--- config.mk ---
export PLATFORM = sky130hd
export DESIGN_NAME = ogi_front
export DESIGN_NICKNAME = d
export VERILOG_FILES = /design/src/rtl/core/ogi_pkg.sv /design/src/rtl/core/ogi_front.sv
export SDC_FILE = /design/constraint.sdc
export NUM_CORES = 1
export LEC_CHECK = 0
export ABC_CLOCK_PERIOD_IN_PS = 12480
export BUFFER_PORTS_ARGS = -buffer_cell sky130_fd_sc_hd__buf_4
export CORE_ASPECT_RATIO = 2
export CORE_MARGIN = 2
export CORE_UTILIZATION = 45
export CTS_CLUSTER_SIZE = 20
export DETAILED_ROUTE_END_ITERATION = 10
export GPL_TIMING_DRIVEN = 0
export PLACE_DENSITY_LB_ADDON = 0.12
export SYNTH_ARGS = -nofsm -noshare
export SYNTH_HDL_FRONTEND = slang
export SYNTH_SLANG_ARGS = --single-unit
--- constraint.sdc ---
create_clock -name clock -period 12.48 [get_ports clock]
set_input_delay 1.248 -clock clock [delete_from_list [all_inputs] [get_ports clock]]
set_output_delay 1.248 -clock clock [all_outputs]
set_load 0.01 [all_outputs]
--- src/rtl/core/ogi_pkg.sv ---
// shared types and constants of the occupancy grid inflation unit
package ogi_pkg;

   localparam int CNT_W   = 21;  // item counter
   localparam int IDX_W   = 20;  // emitted raster index
   localparam int GEO_W   = 24;  // frame geometry arithmetic
   localparam int PTR_W   = 12;  // line buffer column pointer, covers the widest map
   localparam int RAD_W   = 4;   // radius register
   localparam int DIM_W   = 11;  // width and height registers
   localparam int RADE_W  = 6;   // clamped radius
   localparam int CSR_A_W = 2;

   typedef enum logic [CSR_A_W-1:0] {
      CSR_RADIUS = 2'd0,
      CSR_WIDTH  = 2'd1,
      CSR_HEIGHT = 2'd2
   } csr_addr_type;

   typedef struct packed {
      logic [RADE_W-1:0] r;
      logic [DIM_W-1:0]  w;
      logic [GEO_W-1:0]  delay;   // r*w + r
      logic [GEO_W-1:0]  size;    // w*h
      logic [GEO_W-1:0]  end_t;   // size + delay
      logic [GEO_W-1:0]  fin_t;   // size + delay - 1
   } ogi_geom_type;

   // one item as it travels down the row of cells
   typedef struct packed {
      logic             valid;
      logic [PTR_W-1:0] ptr;
      logic             hist_ok;  // a full row of history exists in this frame
      logic             h_valid;  // latest source within the row segment
      logic [7:0]       h_val;
      logic             v_valid;  // latest source over the rows seen so far
      logic [7:0]       v_val;
      logic [7:0]       own;
      logic             emit;
      logic [IDX_W-1:0] idx;
      logic             last;
   } ogi_item_type;

   typedef struct packed {
      logic       v_valid;
      logic [7:0] v_val;
      logic [7:0] own;
   } ogi_line_type;

endpackage

--- src/rtl/core/ogi_front.sv ---
// item counter, horizontal latest-source tracker and own-value delay
module ogi_front #(
   parameter int MAX_RADIUS = 8
) (
   input  logic                 clock,
   input  logic                 reset,
   input  logic                 adv,
   input  logic                 in_valid,
   input  logic                 in_type,
   input  logic [7:0]           in_value,
   input  ogi_pkg::ogi_geom_type geom,
   output ogi_pkg::ogi_item_type item_o
);
   import ogi_pkg::*;

   localparam int AW  = $clog2(2 * MAX_RADIUS + 2);
   localparam int SAT = 2 * MAX_RADIUS + 1;
   localparam int RW  = $clog2(MAX_RADIUS + 1);

   logic [CNT_W-1:0] t_ff, t_in;
   logic [PTR_W-1:0] col_ff, col_in;
   logic [AW-1:0]    age_ff, age_in;
   logic [7:0]       lval_ff, lval_in;
   logic [7:0]       sh_ff [0:MAX_RADIUS-1];
   logic [7:0]       own_tap [0:MAX_RADIUS];
   ogi_item_type     item_ff, item_in;

   logic [GEO_W-1:0] te;
   logic [7:0]       v;
   logic             src, frame_end, accept;
   logic [AW-1:0]    age_now;

   assign accept = adv && in_valid;
   assign te     = GEO_W'(t_ff);
   assign v      = in_type ? 8'd0 : in_value;

   always_comb begin
      own_tap[0] = v;
      for (int i = 1; i <= MAX_RADIUS; i++) begin
         own_tap[i] = sh_ff[i-1];
      end
   end

   always_comb begin
      src       = (te >= geom.delay) && ((te + geom.delay) < geom.size) && (v != 8'd0);
      frame_end = te >= geom.fin_t;
      if (src) begin
         age_now = '0;
      end else if (age_ff == AW'(SAT)) begin
         age_now = age_ff;
      end else begin
         age_now = age_ff + AW'(1);
      end
      lval_in = src ? v : lval_ff;
      age_in  = frame_end ? AW'(SAT) : age_now;
      t_in    = frame_end ? '0 : t_ff + CNT_W'(1);
      if (frame_end || (col_ff == PTR_W'(geom.w) - PTR_W'(1))) begin
         col_in = '0;
      end else begin
         col_in = col_ff + PTR_W'(1);
      end

      item_in.valid   = in_valid;
      item_in.ptr     = col_ff;
      item_in.hist_ok = te >= GEO_W'(geom.w);
      item_in.h_valid = {1'b0, 8'(age_now)} <= {2'b0, geom.r, 1'b0};
      item_in.h_val   = lval_in;
      item_in.v_valid = item_in.h_valid;
      item_in.v_val   = lval_in;
      item_in.own     = own_tap[geom.r[RW-1:0]];
      item_in.emit    = (te >= geom.delay) && (te < geom.end_t);
      item_in.idx     = IDX_W'(te - geom.delay);
      item_in.last    = te == geom.fin_t;
   end

   always_ff @(posedge clock) begin
      if (reset) begin
         t_ff          <= '0;
         col_ff        <= '0;
         age_ff        <= AW'(SAT);
         item_ff.valid <= 1'b0;
      end else if (adv) begin
         item_ff <= item_in;
         if (accept) begin
            t_ff   <= t_in;
            col_ff <= col_in;
            age_ff <= age_in;
         end
      end
   end

   always_ff @(posedge clock) begin
      if (accept) begin
         lval_ff  <= lval_in;
         sh_ff[0] <= v;
         for (int i = 1; i < MAX_RADIUS; i++) begin
            sh_ff[i] <= sh_ff[i-1];
         end
      end
   end

   assign item_o = item_ff;

endmodule

==> key figures, run 1 <==
Worst setup path
  – Worst setup endpoint: item_o[38]
  – Worst Setup Start Kind: primary input
  – Critical path fanouts, max: 10
  – Worst Setup SP: geom[80]
  – CP endpoint kind: flop
  – R2R Path End: item_o[38]
  – Crit Path Class: in -> reg
  – R2r worst-path depth: 22
  – Internal reg-to-reg setup slack: 6.07 ns
  – Worst Path Arrival: 7.03 ns
  – WP data required: 12.65 ns
  – FF-to-FF Start: t_ff[1]

CTS
  – Post CTS Setup Buffer Count: 0
  – Register clock-pin slew on the reported worst setup and hold paths: 0.06 ns
  – Post-cts repair resize count: 0
  – Clock root buffer: clkbuf_16
  – Clock Latency Late Sink: 0.43 ns
  – Total CTS buffers: 17
  – TritonCTS sink count: 163
  – H-tree Lvls: 4
  – TritonCTS clock tree: done
  – CTS Buffer Depth: 2
  – Cts-stage hold buffer count: 0

Synth
  – Syn avg cell area: 10.2 um^2
  – Net Count, Synth: 1312
  – #FFs+latches synth: 163
  – Top-area cell type share of the netlist area: 34.6%
  – Cell taking the most area after synthesis: edfxtp_1
  – Warnings from Yosys: 0
  – Synth unique cells: 63
  – Number of enable flip-flop cells after synthesis: 124
  – Synthesized area: 10800 um^2
  – Synth area leaders: edfxtp_1, ha_1, dfxtp_1
  – Dominant synthesized flop cell: edfxtp_1
  – Sequential area share after synthesis: 41.8%
  – Ys async rst share: 0%
  – Synth Instances: 1058

Finish
  – Cell Count, Final, Fillers Out: 1565
  – Final Util: 55.4%
  – Synth-to-layout area growth: 21.9%
  – Most frequent cells in the layout: buf_4, ha_1, edfxtp_1, inv_1, nor2_1
  – Most common cell after layout, fill and taps aside: buf_4
  – Layout cells sized above 1: 20.7%
  – Layout Nets: 1519
  – Filler Cell Count: 2161
  – Diodes inserted: 0

Detailed routing
  – Routed len/inst: 17.8 um
  – Initial DRC Count: 370
  – DRT Pass-1 Iters: 4
  – DRT Wirelength: 27.8 mm
  – Via count: 8532
  – Final ANT Viol Nets: 0
  – DRC Markers: 0
  – Vias/cell: 5.45

Power
  – Sequential group share of total power: 47.5%
  – Logic pwr share: 15.0%
  – Sw power: 0.000325 W
  – Leak Pwr: 5.86 nW
  – Clock Power Share: 37.6%
  – Sw Ratio: 25.0%
  – Maximum VDD drop: 0.000100 V
  – Power Dens Cells: 98.7 nW/um^2
  – Internal power: 0.000973 W

Timing
  – Crit share post-route: 55.0%
  – Fmax: 146 MHz
  – Max-slew violations: 0
  – Setup TNS: 0 ns
  – Setup violators final: 0
  – Number of failing hold endpoints at the final stage: 0
  – Min cycle time layout: 6.86 ns
  – Final Skew: 0.00767 ns
  – RSZ-0062 raised after global routing: false
  – Worst Max-Slew Pin Slew: 0.824 ns
  – Max-slew headroom at the worst pin: 45.0%

Outcome
  – Outcome: finished clean

Global route
  – Congestion Overflow GR: 0
  – Tot GR Track Use: 22.5%
  – Initial antenna violation count: 0
  – Largest net degree at the start of global routing: 64
  – Global-route wire length before repair: 43.9 mm
  – Number of global-route vias before repair: 8697

Die
  – Die Wd: 113 um
  – Initial Util: 45.4%
  – Io pins: 188
  – # rows: 80
  – Die height: 223 um
  – Core Region: 23700 um^2
  – Die Footprint: 25300 um^2

Min path
  – Hold path cells: 0
  – Hold Path Class: reg -> reg

Placement
  – Port-buffer cells: 185
  – Post-Place Cells: 1533
  – DPL Wire Length: 22.5 mm
  – GPL Wtd Cong: 0.898

Run
  – Max Cap Viol: 0
[per-layer routing]
metal | part of all wire [%] | global-route usage [%] | up-vias
li1 | - | - | 4218
met1 | 35 | 22.1 | 4054
met2 | 57 | 44.2 | 196
met3 | 3.6 | 4.21 | 64
met4 | 4.2 | 10.2 | 0
met5 | 0 | 0 | -
[logic make-up after synthesis]
group | Yosys count | share of synthesized area [%]
simple gates | 293 | 13.7
compound gates | 208 | 12.5
flops | 163 | 41.8
buf+inv | 155 | 5.72
fa+ha+maj | 128 | 15.0
xor+xnor | 78 | 6.34
mux | 33 | 5.03
[synthesized netlist by cell type (4+ instances only)]
cell type,instances
dfxtp_1,39
nor2_1,75
mux4_2,16
nor4_1,9
o311ai_0,4
ha_1,126
o211ai_1,5
and3_1,10
nand3_1,26
nor3_1,27
a21oi_1,63
nor2b_1,24
or4_1,4
o21a_1,11
nand2b_1,15
clkbuf_1,20
inv_1,122
and4_1,5
xor2_1,31
o21bai_1,7
xnor2_1,47
buf_4,9
o31a_1,5
o21ai_0,45
nand2_1,61
edfxtp_1,124
nand4_1,19
mux2_2,9
a211oi_1,11
a31oi_1,5
a21o_1,19
a221o_1,4
mux2i_1,8
[state kept, by name, summed over array words and instances (netlist names)]
register,flops
col_ff,12
item_o,53
t_ff,21
age_ff,5
lval_ff,8
sh_ff,64
[through the flow]
stage / area (um^2) / hold WS [ns] / total power, W / worst slack (ns)
floorplan: 10800 / 0.421 / 0.000738 / 6.51
finish: 13100 / 0.446 / 0.00130 / 5.62
CTS: 13100 / 0.447 / 0.00131 / 5.57
detailed placement: 12600 / 0.429 / 0.000824 / 5.11
global route: 13100 / 0.457 / 0.00135 / 5.29
global placement: 12500 / 0.424 / 0.000819 / 5.12
[how the worst min path moves through the flow]
stage | start | end
finish | sh_ff[0][17] | sh_ff[0][25]
detailed placement | sh_ff[0][30] | sh_ff[1][6]
global route | sh_ff[1][23] | sh_ff[1][31]
global placement | sh_ff[0][29] | sh_ff[1][5]
CTS | sh_ff[0][0] | sh_ff[0][8]
floorplan | sh_ff[0][16] | sh_ff[0][24]
[power by group through the flow]
stage / sequential [W] / combinational [W] / clock [W]
2_1_floorplan: 0.000629 / 0.000109 / 0
3_3_place_gp: 0.000629 / 0.000190 / 0
3_5_place_dp: 0.000627 / 0.000197 / 0
4_1_cts: 0.000616 / 0.000198 / 0.000499
5_1_grt: 0.000617 / 0.000217 / 0.000520
6_report: 0.000616 / 0.000194 / 0.000487
[cell type report]
| cell class | instances | area, um^2 | area share, % |
|---|---|---|---|
| multi-input combinational | 740 | 5670 | 43.1 |
| sequential | 163 | 4500 | 34.3 |
| timing repair buffer | 188 | 1440 | 11.0 |
| inverter | 124 | 465 | 3.54 |
| clock buffer | 20 | 437 | 3.32 |
| tap | 287 | 359 | 2.73 |
| buffer | 31 | 155 | 1.18 |
| clock inverter | 12 | 108 | 0.819 |
[critical path, stage by stage]
cell and delay, ns:
buf_4 0.09, inv_1 0.04, ha_1 0.26, clkbuf_1 0.34, nand2b_1 0.16, a21oi_1 0.07
or3_1 0.36, a21o_1 0.19, a21o_1 0.20, a31o_2 0.25, o211a_1 0.21, a311o_1 0.34
ha_1 0.24, a211oi_1 0.49, o211ai_1 0.19, a21oi_1 0.48, nand2_2 0.31, buf_2 0.29
and3_1 0.17, ha_1 0.29, nor2b_1 0.12, o21ai_0 0.07, nand2b_1 0.07, a21oi_1 0.06
or4_1 0.47
Note: power is estimated with default switching activity, not from simulation.
==> run 2: changes to the inputs <==
--- a/config.mk
+++ b/config.mk
@@ -5,7 +5,7 @@
 export SDC_FILE = /design/constraint.sdc
 export NUM_CORES = 1
 export LEC_CHECK = 0
-export ABC_CLOCK_PERIOD_IN_PS = 12480
+export ABC_CLOCK_PERIOD_IN_PS = 6700
 export BUFFER_PORTS_ARGS = -buffer_cell sky130_fd_sc_hd__buf_4
 export CORE_ASPECT_RATIO = 2
 export CORE_MARGIN = 2
==> constraint.sdc (replaced) <==
create_clock -name clock -period 6.7 [get_ports clock]
set_input_delay 0.67 -clock clock [delete_from_list [all_inputs] [get_ports clock]]
set_output_delay 0.67 -clock clock [all_outputs]
set_load 0.01 [all_outputs]
==> run 2 against run 1 <==
Against the previous run: first-iteration DRC count unchanged; sequential share of layout area about the same; clock skew about the same; final area about the same; cell count did not move; critical endpoint unchanged; largest cell class unchanged; highest routed layer unchanged.
==> key figures, run 2 (same netlist as run 1, synthesis figures left out) <==
Power
  – Leak Pwr: 5.86 nW (about the same)
  – Sw Ratio: 25.0% (about the same)
  – Maximum VDD drop: 0.000187 V (+86%)
  – Logic pwr share: 15.0% (about the same)
  – Internal power: 0.00181 W (+86%)
  – Power Dens Cells: 184 nW/um^2 (+86%)
  – Clock Power Share: 37.6% (about the same)
  – Sequential group share of total power: 47.4% (about the same)
  – Sw power: 0.000605 W (+86%)

CTS
  – H-tree Lvls: 4 (unchanged)
  – Clock root buffer: clkbuf_16
  – CTS Buffer Depth: 2 (unchanged)
  – Register clock-pin slew on the reported worst setup and hold paths: 0.06 ns (about the same)
  – Post CTS Setup Buffer Count: 0 (unchanged)
  – Total CTS buffers: 17 (unchanged)
  – TritonCTS sink count: 163 (unchanged)
  – TritonCTS clock tree: done
  – Clock Latency Late Sink: 0.43 ns (about the same)

Worst setup path
  – CP endpoint kind: flop
  – Crit Path Class: reg -> reg
  – CP Buf/Inv Count: 1 (-3)
  – CP max stage cell: dfxtp_1
  – Worst Path Arrival: 6.39 ns (-0.64 ns)
  – WP data required: 6.87 ns (-5.78 ns)
  – Internal reg-to-reg setup slack: 0.48 ns (-5.59 ns)
  – Worst Setup Start Kind: flop
  – FF-to-FF Start: t_ff[1]
  – Critical path fanouts, max: 10 (unchanged)
  – R2R Path End: item_o[38]
  – CP most frequent cell: ha_1
  – R2r worst-path depth: 22 (unchanged)
  – Crit-path cells: ha_1 -> nand2b_1 -> a221o_1 -> a21oi_1 -> a21o_1 -> a21o_1 -> a31o_2 -> o21ai_0 -> a311o_1 -> ha_1 -> a211oi_1 -> o211ai_1 -> a21oi_2 -> nand2_2 -> buf_2 -> and3_1 -> ha_1 -> nor2b_1 -> o21ai_0 -> nand2b_1 -> a21oi_1 -> or4_1
  – Critical path's top delay family: compound AO/OA/AOI/OAI gates
  – CP max stage delay: 0.62 ns (+0.13 ns)

Timing
  – Number of failing hold endpoints at the final stage: 0 (unchanged)
  – Final Skew: 0.00741 ns (-0.000264 ns)
  – Fmax: 161 MHz
  – Max-slew headroom at the worst pin: 45.0% (about the same)
  – Max-slew violations: 0 (unchanged)
  – Min cycle time layout: 6.22 ns
  – RSZ-0062 raised after global routing: false
  – Worst Max-Slew Pin Slew: 0.823 ns (-0.000611 ns)
  – Setup violators final: 0 (unchanged)
  – Setup TNS: 0 ns (unchanged)
  – Crit share post-route: 92.8%
  – Final worst slack: 0.481 ns (-5.14 ns)

Finish
  – Layout Nets: 1519 (unchanged)
  – Layout cells sized above 1: 20.7% (+0.078 points)
  – Most frequent cells in the layout: buf_4, ha_1, edfxtp_1, inv_1, nor2_1
  – Biggest register: sh_ff
  – Synth-to-layout area growth: 22.0% (about the same)
  – Diodes inserted: 0 (unchanged)
  – Largest register FFs: 64 (unchanged)
  – Most common cell after layout, fill and taps aside: buf_4
  – Final Util: 55.4% (about the same)

Global route
  – Largest net degree at the start of global routing: 64 (unchanged)
  – Initial antenna violation count: 0 (unchanged)
  – Tot GR Track Use: 22.5% (unchanged)
  – Number of global-route vias before repair: 8697 (unchanged)
  – Global-route wire length before repair: 43.9 mm (unchanged)
  – Congestion Overflow GR: 0 (unchanged)

Run
  – Max Cap Viol: 0 (unchanged)

Detailed routing
  – Vias/cell: 5.44 (-0.23%)
  – Initial DRC Count: 370 (unchanged)
  – DRT Wirelength: 27.8 mm (about the same)
  – Via count: 8512 (-0.23%)
  – Routed len/inst: 17.8 um (about the same)
  – DRT Pass-1 Iters: 4 (unchanged)
  – Final ANT Viol Nets: 0 (unchanged)
  – DRC Markers: 0 (unchanged)

Die
  – Die Footprint: 25300 um^2 (unchanged)
  – Die Wd: 113 um (unchanged)
  – Io pins: 188 (unchanged)
  – # rows: 80 (unchanged)
  – Core Region: 23700 um^2 (unchanged)
  – Die height: 223 um (unchanged)
  – Initial Util: 45.4% (unchanged)

Min path
  – Hold Path Class: reg -> reg
  – Hold Crit Start: sh_ff[0][17]
  – Hold path cells: 0 (unchanged)
  – Hold path endpoint: sh_ff[0][25]

Placement
  – Port-buffer cells: 185 (unchanged)
  – GPL Wtd Cong: 0.898 (unchanged)
  – DPL Wire Length: 22.5 mm (unchanged)
  – Dpl ws: -0.0896 ns (-5.20 ns)

Outcome
  – Outcome: finished clean
==> run 2: changes by cell type in the layout (fill, tap and decap cells not counted) <==
cell / change
a21oi_1: -1
a21oi_2: +1
==> run 2: per-layer routing <==
layer	up-vias	GRT usage (%)	wire, um
met5	-	0	0
met4	0	10.2	1200
met3	66	4.21	1040
met2	196	44.2	15900
met1	4032	22.1	9700
li1	4218	-	-
==> run 2: how the worst max path moves through the flow <==
stage	startpoint	endpoint	slack [ns]	depth (start not counted)
6_report	t_ff[1]	item_o[38]	0.48	22
5_1_grt	t_ff[1]	item_o[38]	0.11	22
4_1_cts	t_ff[8]	item_o[38]	0.21	23
3_5_place_dp	geom[80]	item_o[38]	-0.09	25
3_3_place_gp	geom[80]	item_o[38]	-0.08	25
2_1_floorplan	geom[80]	item_o[38]	1.31	26
==> run 2: layout make-up <==
class                      instances  area, um^2
sequential                       163        4500
timing repair buffer             188        1440
tap                              287         359
multi-input combinational        740        5670
buffer                            31         155
fill                            2162       10600
clock inverter                    12         108
inverter                         124         465
clock buffer                      20         437
==> run 2: stage by stage <==
step | cells | cell area, um^2 | power, W | hold WS (ns)
finish | 1565 | 13100 | 0.00242 | 0.447
global route | 1565 | 13100 | 0.00252 | 0.457
CTS | 1565 | 13100 | 0.00244 | 0.447
detailed placement | 1533 | 12600 | 0.00154 | 0.429
global placement | 1530 | 12500 | 0.00153 | 0.424
floorplan | 1058 | 10800 | 0.00137 | 0.421
==> run 2: worst reg2reg max path, stage by stage, from the launching register on <==
cell	delay, ns
dfxtp_1	0.62
ha_1	0.35
nand2b_1	0.17
a221o_1	0.33
a21oi_1	0.36
a21o_1	0.22
a21o_1	0.18
a31o_2	0.23
o21ai_0	0.09
a311o_1	0.35
ha_1	0.24
a211oi_1	0.49
o211ai_1	0.22
a21oi_2	0.31
nand2_2	0.26
buf_2	0.30
and3_1	0.17
ha_1	0.29
nor2b_1	0.12
o21ai_0	0.07
nand2b_1	0.07
a21oi_1	0.06
or4_1	0.47
==> run 2: power by group through the flow <==
stage / logic [W] / registers [W] / clock network (W)
4_1_cts: 0.000368 / 0.00115 / 0.000930
5_1_grt: 0.000405 / 0.00115 / 0.000968
6_report: 0.000362 / 0.00115 / 0.000908
3_5_place_dp: 0.000367 / 0.00117 / 0
2_1_floorplan: 0.000202 / 0.00117 / 0
3_3_place_gp: 0.000354 / 0.00117 / 0
==> run 2: timing repair <==
| action | CTS | global route |
|---|---|---|
| endpoints found under the setup margin | 0 | 1 |
| hold endpoints to repair | 0 | 0 |
| gates resized for setup | 0 | 1 |
| hold buffers | 0 | 0 |
==> run 3: changes to the inputs <==
--- a/config.mk
+++ b/config.mk
@@ -5,14 +5,13 @@
 export SDC_FILE = /design/constraint.sdc
 export NUM_CORES = 1
 export LEC_CHECK = 0
+export ABC_AREA = 1
 export ABC_CLOCK_PERIOD_IN_PS = 6700
 export BUFFER_PORTS_ARGS = -buffer_cell sky130_fd_sc_hd__buf_4
-export CORE_ASPECT_RATIO = 2
 export CORE_MARGIN = 2
 export CORE_UTILIZATION = 45
 export CTS_CLUSTER_SIZE = 20
 export DETAILED_ROUTE_END_ITERATION = 10
-export GPL_TIMING_DRIVEN = 0
 export PLACE_DENSITY_LB_ADDON = 0.12
 export SYNTH_ARGS = -nofsm -noshare
 export SYNTH_HDL_FRONTEND = slang
==> run 3 against run 2 <==
Against the previous run: fmax rose by 24%; clock-buffer cell count fell by 3; synthesized cell count rose by 40%; first-iteration DRC count rose by 120%; total power rose by 3.0%; combinational power fell by 4%; critical path type unchanged; critical endpoint unchanged.
==> key figures, run 3 <==
Synth
  – Sequential area share after synthesis: 38.2% (-3.6 points)
  – Top-area cell type share of the netlist area: 31.5% (-3.0 points)
  – Dominant synthesized flop cell: edfxtp_1
  – Number of enable flip-flop cells after synthesis: 124 (unchanged)
  – Synth Instances: 1477 (+40%)
  – Warnings from Yosys: 0 (unchanged)
  – Most frequent cell after synthesis: nand2_1
  – #FFs+latches synth: 163 (unchanged)
  – Net Count, Synth: 1731 (+32%)
  – Synthesized area: 11800 um^2 (+9.5%)
  – Syn avg cell area: 7.99 um^2 (-22%)
  – Cell taking the most area after synthesis: edfxtp_1
  – Synth unique cells: 51 (-19%)
  – Ys async rst share: 0% (unchanged)
  – Commonest cells post-synth: nand2_1, inv_1, nor2_1
  – Synth area leaders: edfxtp_1, ha_1, nand2_1

Timing
  – Crit share post-route: 74.8% (-18 points)
  – Final Skew: 0.0189 ns (+0.0114 ns)
  – Number of failing hold endpoints at the final stage: 0 (unchanged)
  – Max-slew headroom at the worst pin: 28.8% (-16 points)
  – Min cycle time layout: 5.01 ns (-1.21 ns)
  – WHS: 0.436 ns (-0.0107 ns)
  – Final worst slack: 1.69 ns (+1.21 ns)
  – RSZ-0062 raised after global routing: false
  – Setup TNS: 0 ns (unchanged)
  – Setup violators final: 0 (unchanged)
  – Max-slew violations: 0 (unchanged)
  – Worst Max-Slew Pin Slew: 1.07 ns (+0.244 ns)
  – Fmax: 200 MHz (+24%)

CTS
  – Register clock-pin slew on the reported worst setup and hold paths: 0.07 ns (about the same)
  – Clock Latency Late Sink: 0.44 ns (about the same)
  – H-tree Lvls: 4 (unchanged)
  – Clock root buffer: clkbuf_16
  – Cts-stage hold buffer count: 0 (unchanged)
  – Total CTS buffers: 17 (unchanged)
  – TritonCTS clock tree: done
  – Post CTS Setup Buffer Count: 0 (unchanged)
  – Post-cts repair resize count: 0 (unchanged)
  – TritonCTS sink count: 163 (unchanged)
  – CTS Buffer Depth: 2 (unchanged)

Placement
  – Port-buffer cells: 187 (+1.1%)
  – DPL Wire Length: 25.7 mm (+14%)
  – GPL Wtd Cong: 0.931 (+3.7%)
  – Placed Area: 13500 um^2 (+7.2%)
  – Dpl ws: 1.43 ns (+1.52 ns)

Finish
  – Diodes inserted: 0 (unchanged)
  – Final Util: 54.5% (-0.94 points)
  – Fin area: 14100 um^2 (+7.4%)
  – Synth-to-layout area growth: 19.6%
  – Sequential cell area: 4500 um^2 (unchanged)
  – Most common cell after layout, fill and taps aside: nand2_1
  – Layout Nets: 1910 (+26%)
  – Biggest register: sh_ff
  – Area of the multi-input gates: 6190 um^2 (+9.1%)
  – Largest register FFs: 64 (unchanged)
  – Most frequent cells in the layout: nand2_1, inv_1, buf_4, nor2_1, ha_1
  – Filler Cell Count: 2494 (+15%)
  – Layout cells sized above 1: 16.4% (-4.3 points)

Die
  – Die Wd: 166 um (+46%)
  – Io pins: 188 (unchanged)
  – Die Footprint: 27500 um^2 (+9.0%)
  – Die height: 166 um (-26%)
  – # rows: 59 (-26%)
  – Initial Util: 45.6% (+0.12 points)
  – Core Region: 25900 um^2 (+9.2%)

Min path
  – Hold Path Class: reg -> reg
  – Hold path cells: 0 (unchanged)

Global route
  – Largest net degree at the start of global routing: 88 (+38%)
  – Global-route wire length before repair: 53.4 mm (+22%)
  – Initial antenna violation count: 0 (unchanged)
  – Routing usage on met2: 39.7% (-4.5 points)
  – M3 GR Usage: 3.31% (-0.90 points)
  – Tot GR Track Use: 24.2% (+1.6 points)
  – Met1 Use GR: 33.8% (+12 points)
  – Most used routing layer: met2
  – Congestion Overflow GR: 0 (unchanged)
  – Number of global-route vias before repair: 10200 (+17%)

Worst setup path
  – WP data required: 6.88 ns (about the same)
  – CP endpoint kind: flop
  – Internal reg-to-reg setup slack: 1.69 ns (+1.21 ns)
  – Crit Path Class: reg -> reg
  – R2r worst-path depth: 22 (unchanged)
  – Critical path fanouts, max: 24 (+14)
  – Worst Setup Start Kind: flop
  – Worst Path Arrival: 5.19 ns (-1.20 ns)

Detailed routing
  – Vias/cell: 5.33 (-1.9%)
  – Final ANT Viol Nets: 0 (unchanged)
  – Routed len/inst: 16.7 um (-6.0%)
  – Initial DRC Count: 820 (+120%)
  – DRT Pass-1 Iters: 5 (+1)
  – Via count: 10700 (+26%)
  – DRC Markers: 0 (unchanged)
  – DRT Wirelength: 33.5 mm (+20%)

Power
  – Power Dens Cells: 176 nW/um^2 (-4.1%)
  – Leak Pwr: 6.65 nW (+13%)
  – Maximum VDD drop: 0.000169 V (-9.5%)

Run
  – Max Cap Viol: 0 (unchanged)

Outcome
  – Outcome: finished clean
run 3: cell count changes after synthesis, sizes merged, moves of 15 or more:
cell	delta
nand2	+193
inv	+115
nor2	+103
nand3	+58
o21ai	+47
a21oi	+43
xnor2	-38
nor2b	-24
o22ai	+19
xor2	+17
mux4	-16
nand2b	-15
run 3: where the power goes:
part	internal [W]	switching [W]
Combinational	0.000142	0.000207
Sequential	0.00112	0.0000176
Clock	0.000510	0.000489
Total	0.00178	0.000714
run 3: cells by family (layout without fill, tap and decap cells):
family,count (synthesis),after routing,share of synthesized area (%)
flops,163,163,38.2
simple gates,586,586,21.8
xor+xnor,57,57,4.23
buf+inv,279,471,9.45
compound gates,264,264,12.7
fa+ha+maj,128,128,13.7
run 3: cell type report:
cell class              count  area share [%]
clock buffers              17            3.01
clock inverters            15            1.34
inverters                 243            6.47
multi-input cells        1035            43.9
flip-flops and latches    163            31.9
well taps                 335            2.97
repair buffers            196            10.4
run 3: metrics by stage:
stage | cells | total power [W]
6_report | 2004 | 0.00249
5_1_grt | 2004 | 0.00259
4_1_cts | 2004 | 0.00251
3_5_place_dp | 1972 | 0.00151
3_3_place_gp | 1972 | 0.00151
2_1_floorplan | 1477 | 0.00136
run 3: worst paths after layout:
check	startpoint	endpoint
max	t_ff[15]	item_o[38]
min	sh_ff[0][6]	sh_ff[0][14]
max reg2reg	t_ff[15]	item_o[38]
min reg2reg	sh_ff[0][6]	sh_ff[0][14]
run 3: metal layers:
metal,wire length (um),up-vias
met5,0,-
met4,531,0
met3,1520,33
met2,15400,312
met1,16000,5031
li1,-,5315
run 3: critical path, stage by stage (launching register included):
cell and delay [ns]:
dfxtp_1 0.66, ha_1 0.43, nor2_1 0.25, inv_1 0.10
nor4_1 0.41, nand3_1 0.15, nand3_1 0.12, xor2_1 0.22
ha_1 0.29, nand2_1 0.07, inv_1 0.03, o21ai_0 0.14
nand2_1 0.07, nor2_1 0.16, nand2_1 0.08, nor2_1 0.30
nand3_4 0.34, nand2_1 0.17, inv_1 0.06, ha_1 0.29
a21oi_1 0.06, o32ai_1 0.24, nand2_1 0.09
